--- src/lpfc_pkg.sv ---
// Package for the length-prefixed frame checker: widths, codes, register
// defaults and the structs passed between the top level and the frame engine.
// No dependencies.
package lpfc_pkg;

   localparam int unsigned BYTE_W   = 8;
   localparam int unsigned LEN_W    = 16;
   localparam int unsigned STATUS_W = 2;
   localparam int unsigned CSR_IDX_W  = 3;
   localparam int unsigned CSR_DATA_W = 16;

   // Result kinds.
   localparam logic KIND_DATA   = 1'b0;
   localparam logic KIND_STATUS = 1'b1;

   // Input modes.
   localparam logic MODE_BYTE = 1'b0;
   localparam logic MODE_TICK = 1'b1;

   // Frame status codes.
   localparam logic [STATUS_W-1:0] ST_OK      = 2'd0;
   localparam logic [STATUS_W-1:0] ST_ERROR   = 2'd1;
   localparam logic [STATUS_W-1:0] ST_TIMEOUT = 2'd2;

   // Control register indexes.
   localparam logic [CSR_IDX_W-1:0] CSR_START_BYTE   = 3'd0;
   localparam logic [CSR_IDX_W-1:0] CSR_END_BYTE     = 3'd1;
   localparam logic [CSR_IDX_W-1:0] CSR_READ_COMMAND = 3'd2;
   localparam logic [CSR_IDX_W-1:0] CSR_MAX_LENGTH   = 3'd3;
   localparam logic [CSR_IDX_W-1:0] CSR_TIMEOUT_MS   = 3'd4;

   // Register values after reset.
   localparam logic [BYTE_W-1:0] START_BYTE_RST   = 8'd2;
   localparam logic [BYTE_W-1:0] END_BYTE_RST     = 8'd3;
   localparam logic [BYTE_W-1:0] READ_COMMAND_RST = 8'd1;
   localparam logic [LEN_W-1:0]  MAX_LENGTH_RST   = 16'd256;
   localparam logic [LEN_W-1:0]  TIMEOUT_MS_RST   = 16'd2000;

   localparam logic [LEN_W-1:0]  TICKS_MAX = '1;

   typedef struct packed {
      logic [BYTE_W-1:0] start_byte;
      logic [BYTE_W-1:0] end_byte;
      logic [BYTE_W-1:0] read_command;
      logic [LEN_W-1:0]  max_length;
      logic [LEN_W-1:0]  timeout_ms;
   } lpfc_cfg_type;

   typedef struct packed {
      logic                kind;
      logic [BYTE_W-1:0]   data_byte;
      logic [STATUS_W-1:0] status;
      logic [LEN_W-1:0]    frame_length;
   } lpfc_result_type;

   // Combinational outcome of one beat through the frame engine.
   typedef struct packed {
      logic            valid;
      lpfc_result_type result;
   } lpfc_eng_out_type;

endpackage

--- src/lpfc_engine.sv ---
// Frame engine: phase state machine, length and checksum tracking and the
// millisecond timeout, one beat per step. Depends on lpfc_pkg.
module lpfc_engine (
   input  logic                       clock,
   input  logic                       reset,
   input  logic                       step,
   input  logic                       mode,
   input  logic [lpfc_pkg::BYTE_W-1:0] rx_byte,
   input  lpfc_pkg::lpfc_cfg_type     cfg,
   output lpfc_pkg::lpfc_eng_out_type eng_out,
   output logic                       idle
);
   import lpfc_pkg::*;

   typedef enum logic [2:0] {
      PH_IDLE, PH_CMD, PH_LEN_HI, PH_LEN_LO, PH_DATA, PH_SUM_HI, PH_SUM_LO, PH_END
   } phase_type;

   phase_type         phase_ff, phase_in;
   logic [LEN_W-1:0]  length_ff, length_in;
   logic [LEN_W-1:0]  left_ff, left_in;
   logic [LEN_W-1:0]  sum_ff, sum_in;
   logic [BYTE_W-1:0] sum_hi_ff, sum_hi_in;
   logic              cmd_ok_ff, cmd_ok_in;
   logic [LEN_W-1:0]  ticks_ff, ticks_in;

   logic              to_idle;
   logic [LEN_W-1:0]  ticks_inc;
   logic [LEN_W-1:0]  len_full;

   assign idle      = (phase_ff == PH_IDLE);
   assign ticks_inc = (ticks_ff == TICKS_MAX) ? ticks_ff : ticks_ff + LEN_W'(1);
   assign len_full  = {length_ff[LEN_W-1:BYTE_W], rx_byte};

   always_comb begin
      phase_in  = phase_ff;
      length_in = length_ff;
      left_in   = left_ff;
      sum_in    = sum_ff;
      sum_hi_in = sum_hi_ff;
      cmd_ok_in = cmd_ok_ff;
      ticks_in  = ticks_ff;
      to_idle   = 1'b0;
      eng_out   = '0;
      if (mode == MODE_TICK) begin
         if (phase_ff != PH_IDLE) begin
            ticks_in = ticks_inc;
            if (ticks_inc >= cfg.timeout_ms) begin
               eng_out.valid               = 1'b1;
               eng_out.result.kind         = KIND_STATUS;
               eng_out.result.status       = ST_TIMEOUT;
               eng_out.result.frame_length = length_ff;
               to_idle                     = 1'b1;
            end
         end
      end else begin
         unique case (phase_ff)
            PH_IDLE: begin
               if (rx_byte != cfg.start_byte) begin
                  eng_out.valid         = 1'b1;
                  eng_out.result.kind   = KIND_STATUS;
                  eng_out.result.status = ST_ERROR;
               end else begin
                  phase_in = PH_CMD;
               end
               length_in = '0;
               left_in   = '0;
               sum_in    = '0;
               sum_hi_in = '0;
               cmd_ok_in = 1'b0;
               ticks_in  = '0;
            end
            PH_CMD: begin
               cmd_ok_in = (rx_byte == cfg.read_command);
               phase_in  = PH_LEN_HI;
            end
            PH_LEN_HI: begin
               length_in = {rx_byte, BYTE_W'(0)};
               phase_in  = PH_LEN_LO;
            end
            PH_LEN_LO: begin
               length_in = len_full;
               if (len_full > cfg.max_length) begin
                  eng_out.valid               = 1'b1;
                  eng_out.result.kind         = KIND_STATUS;
                  eng_out.result.status       = ST_ERROR;
                  eng_out.result.frame_length = len_full;
                  to_idle                     = 1'b1;
               end else begin
                  left_in  = len_full;
                  phase_in = (len_full == '0) ? PH_SUM_HI : PH_DATA;
               end
            end
            PH_DATA: begin
               sum_in  = sum_ff + LEN_W'(rx_byte);
               left_in = left_ff - LEN_W'(1);
               if (left_ff == LEN_W'(1)) begin
                  phase_in = PH_SUM_HI;
               end
               eng_out.valid               = 1'b1;
               eng_out.result.kind         = KIND_DATA;
               eng_out.result.data_byte    = rx_byte;
               eng_out.result.frame_length = length_ff;
            end
            PH_SUM_HI: begin
               sum_hi_in = rx_byte;
               phase_in  = PH_SUM_LO;
            end
            PH_SUM_LO: begin
               if (sum_ff != {sum_hi_ff, rx_byte}) begin
                  cmd_ok_in = 1'b0;
               end
               phase_in = PH_END;
            end
            PH_END: begin
               eng_out.valid               = 1'b1;
               eng_out.result.kind         = KIND_STATUS;
               eng_out.result.status       = (cmd_ok_ff && (rx_byte == cfg.end_byte)) ?
                                             ST_OK : ST_ERROR;
               eng_out.result.frame_length = length_ff;
               to_idle                     = 1'b1;
            end
         endcase
      end
      if (to_idle) begin
         phase_in  = PH_IDLE;
         length_in = '0;
         left_in   = '0;
         sum_in    = '0;
         sum_hi_in = '0;
         cmd_ok_in = 1'b0;
         ticks_in  = '0;
      end
   end

   always_ff @(posedge clock) begin
      if (reset) begin
         phase_ff  <= PH_IDLE;
         length_ff <= '0;
         left_ff   <= '0;
         sum_ff    <= '0;
         sum_hi_ff <= '0;
         cmd_ok_ff <= 1'b0;
         ticks_ff  <= '0;
      end else if (step) begin
         phase_ff  <= phase_in;
         length_ff <= length_in;
         left_ff   <= left_in;
         sum_ff    <= sum_in;
         sum_hi_ff <= sum_hi_in;
         cmd_ok_ff <= cmd_ok_in;
         ticks_ff  <= ticks_in;
      end
   end

endmodule

--- config.mk ---
export PLATFORM = sky130hd
export DESIGN_NAME = lpfc_engine
export DESIGN_NICKNAME = d
export VERILOG_FILES = /design/src/lpfc_pkg.sv /design/src/lpfc_engine.sv
export SDC_FILE = /design/constraint.sdc
export NUM_CORES = 1
export LEC_CHECK = 0
export BUFFER_PORTS_ARGS = -buffer_cell sky130_fd_sc_hd__buf_2
export CAP_MARGIN = 20
export CORE_ASPECT_RATIO = 1.2
export CORE_MARGIN = 3
export CORE_UTILIZATION = 45
export DETAILED_ROUTE_END_ITERATION = 10
export GPL_TIMING_DRIVEN = 1
export PLACE_DENSITY = 0.76
export SLEW_MARGIN = 20
export SYNTH_ARGS = -nofsm -noshare
export SYNTH_HDL_FRONTEND = slang
export SYNTH_SLANG_ARGS = --single-unit
--- constraint.sdc ---
create_clock -name clock -period 3.8 [get_ports clock]
set_clock_uncertainty 0.2 [all_clocks]
set_input_delay 0.19 -clock clock [delete_from_list [all_inputs] [get_ports clock]]
set_output_delay 0.19 -clock clock [all_outputs]
set_load 0.005 [all_outputs]
==> flow_summary.yaml <==
power:
  pwr-share-clk_pct: 46.1
  switching_power_mw: 0.5234
  intPower_mw: 1.511
  vdd_drop_max_v: 0.0002129
  p_leak_nw: 3.557
  swShare_pct: 25.73
  seqPwrFrac_pct: 39.4
  power.density_nw_per_um2: 239.2
  pwr-share-comb_pct: 14.5
min_path:
  min_to: "sum_hi_ff[4]"
  hp-start: "rx_byte[4]"
  hp-class: "input port to register"
  holdPathStages: 2
global_routing:
  grt_pass1_vias: 6756
  antenna_found_initial: 0
  busiest_layer: "met2"
  grt_overflow: 0
  grt_max_degree: 51
  met3_usage_pct: 4.422
  grtUsageMet2_pct: 45.03
  grt_usage_pct: 27.00
  grt_pass1_wl_um: 33360
  met1_usage_pct: 33.78
outcome:
  status: "complete, but fails checks"
  violations: "setup timing"
floorplanning:
  start_util_pct: 46.18
  die_h_um: 134.0
  rows: 46
  coreArea_um2: 13300
  io_pins: 97
  die_w_um: 112.6
  die_area_um2: 15090
layout:
  layout_common_cells: "buf_2 (96), buf_4 (83), dfxtp_1 (72), a21oi_1 (56), inv_1 (51)"
  mostFrequentLayoutCell: "buf_2"
  finalCoreUtilization_pct: 63.96
  final_area_um2: 8503
  antenna_cells: 0
  area_growth_pct: 38.50
  finalNetCount: 1068
  drive_above_1_share_pct: 33.79
synthesis:
  synthArstFlopShare_pct: 0
  ys_seq_area_share_pct: 24.78
  syn_inst: 791
  ys_types: 69
  yosys-top-cells-area: "dfxtp_1 (25%), ha_1 (8.8%), a21oi_1 (6.2%), xnor2_1 (4.7%), o21ai_0 (3.7%)"
  syn_area_um2: 6140
  synth_top_cell_by_area: "dfxtp_1"
  yosysWarnings: 0
  synth_ff_type: "dfxtp_1"
  synth-edff-count: 0
  synth-seq-cells: 76
  syn_avg_cell_area_um2: 7.762
  synth_top_area_share_pct: 24.78
  synthesis.nets: 903
timing:
  finalWorstPathRequiredPeriod_ns: 4.135
  fmax_ghz: 0.2418
  max_slew_margin_pct: 22.71
  grt_setup_unrepaired: "yes"
  worst_slack_ns: -0.3352
  maxSlewViolCount: 0
  fin_crit_sh_pct: 108.8
  final-setup-viol-count: 87
  timing.hold.ws_ns: 0.1209
  worst_slew_pin_slew_ns: 1.149
  hold_viol: 0
detailed_routing:
  num_vias: 7072
  ant_nets: 0
  drt_iter0_markers: 766
  vias_per_cell: 6.275
  dr.pass1.iters: 7
  wire_per_inst_um: 19.59
  drc_errors: 0
  wl_um: 22080
setup_path:
  crit_path_start_kind: "register"
  crit_path_end_kind: "output pin"
  rr_endpoint: "length_ff[2]"
  worstPathArrival_ns: 3.75
  critPathBufInv: 3
  path_max_fanout: 8
  reg2reg_depth: 21
  critical_path.top_delay_family: "compound AO/OA/AOI/OAI gates"
  crit_path_top_delay_cell: "or3_4"
  r2r_start: "ticks_ff[8]"
  r2r_slack_ns: -0.26
  crit_chain: "nand3_1, or3_4, or2_4, nand4_1, xnor2_1, ha_1, a211oi_2, o21ai_1, o2111ai_2, o211ai_1, buf_4, nand2_4, inv_2, a41o_4, a22o_1, buf_2"
  cp.required_ns: 3.41
  crit_type: "register to output pin"
  max_stage_delay_ns: 0.44
clocking:
  cts.sinks: 76
  cts_buffers: 9
  clockBufferDepth: 2
  clk_latency_ns: 0.35
  cts_root_buf: "clkbuf_16"
  cts_tree: "yes"
  clkTransAtPathRegs_ns: 0.07
  h-tree-depth: 3
place:
  dp_hpwl_um: 14170
  place_area_um2: 7262
  pre_cts_slack_ns: -0.2553
  port_buffers: 96
  gp_congestion: 0.8796
job:
  max_cap_violations: 0
==> metal layers <==
metal,share of wire (%),vias to the layer above
met5,0,-
met4,5.3,0
met3,8.2,96
met2,48,401
met1,39,3323
li1,-,3252
==> logic make-up (layout without fill, tap and decap cells) <==
group,count (synthesis),after routing,share of synthesized area (%)
xor+xnor,54,54,7.703
simple gates,280,280,26.13
compound gates,217,217,22.95
flops,76,76,24.78
buf+inv,102,270,6.399
mux,18,18,2.955
fa+ha+maj,44,44,9.089
==> synthesized netlist by cell type (26+ instances only) <==
| library cell | number |
|---|---|
| nand2b_1 | 26 |
| inv_1 | 52 |
| nand2_1 | 51 |
| ha_1 | 43 |
| nand3_1 | 30 |
| nor2_1 | 31 |
| dfxtp_1 | 76 |
| nand4_1 | 34 |
| xnor2_1 | 33 |
| clkbuf_1 | 38 |
| o21ai_0 | 45 |
| a21oi_1 | 76 |
==> power by group through the flow <==
stage          Sequential (mW)  Combinational [mW]  Clock, mW
6_report                 0.801               0.296      0.938
5_1_grt                  0.800               0.321      0.976
4_1_cts                  0.801               0.260      0.936
3_5_place_dp             0.818               0.248          0
3_3_place_gp             0.818               0.243          0
2_1_floorplan            0.818               0.147          0
==> worst max-delay path by stage <==
stage	startpoint	endpoint	cells past startpoint
4_1_cts	ticks_ff[0]	eng_out[4]	17
5_1_grt	ticks_ff[8]	eng_out[5]	16
6_report	ticks_ff[8]	eng_out[4]	16
3_5_place_dp	ticks_ff[1]	sum_ff[7]	16
2_1_floorplan	ticks_ff[0]	sum_ff[15]	13
3_3_place_gp	ticks_ff[1]	sum_ff[3]	16
==> registers in the layout, indices dropped and copies added (netlist names) <==
| register | flops |
|---|---|
| sum_ff | 16 |
| cmd_ok_ff | 1 |
| ticks_ff | 16 |
| length_ff | 16 |
| sum_hi_ff | 8 |
| left_ff | 16 |
| phase_ff | 3 |
==> final cells by class <==
type,count,area (um^2)
inverters,54,202.7
well taps,168,210.2
fillers,1049,4792
multi-input cells,613,4835
flip-flops and latches,76,1526
clock buffers,10,239.0
repair buffers,202,1415
clock inverters,4,75.07
==> through the flow <==
step / power [mW] / TNS, ns / instances
finish: 2.034 / -16.57 / 1127
global route: 2.098 / -26.24 / 1127
CTS: 1.997 / -4.442 / 1109
detailed placement: 1.066 / -3.897 / 1081
global placement: 1.062 / -2.173 / 1081
floorplan: 0.9649 / 0 / 791
==> repair_timing <==
item                                    CTS  global route
endpoints found under the setup margin   62            94
pin swaps                                37            30
gates resized for setup                  48            91
cloned                                    0             1
buffers inserted                         14            17
hold buffers                              0             0
(Power assumes the default switching activity.)
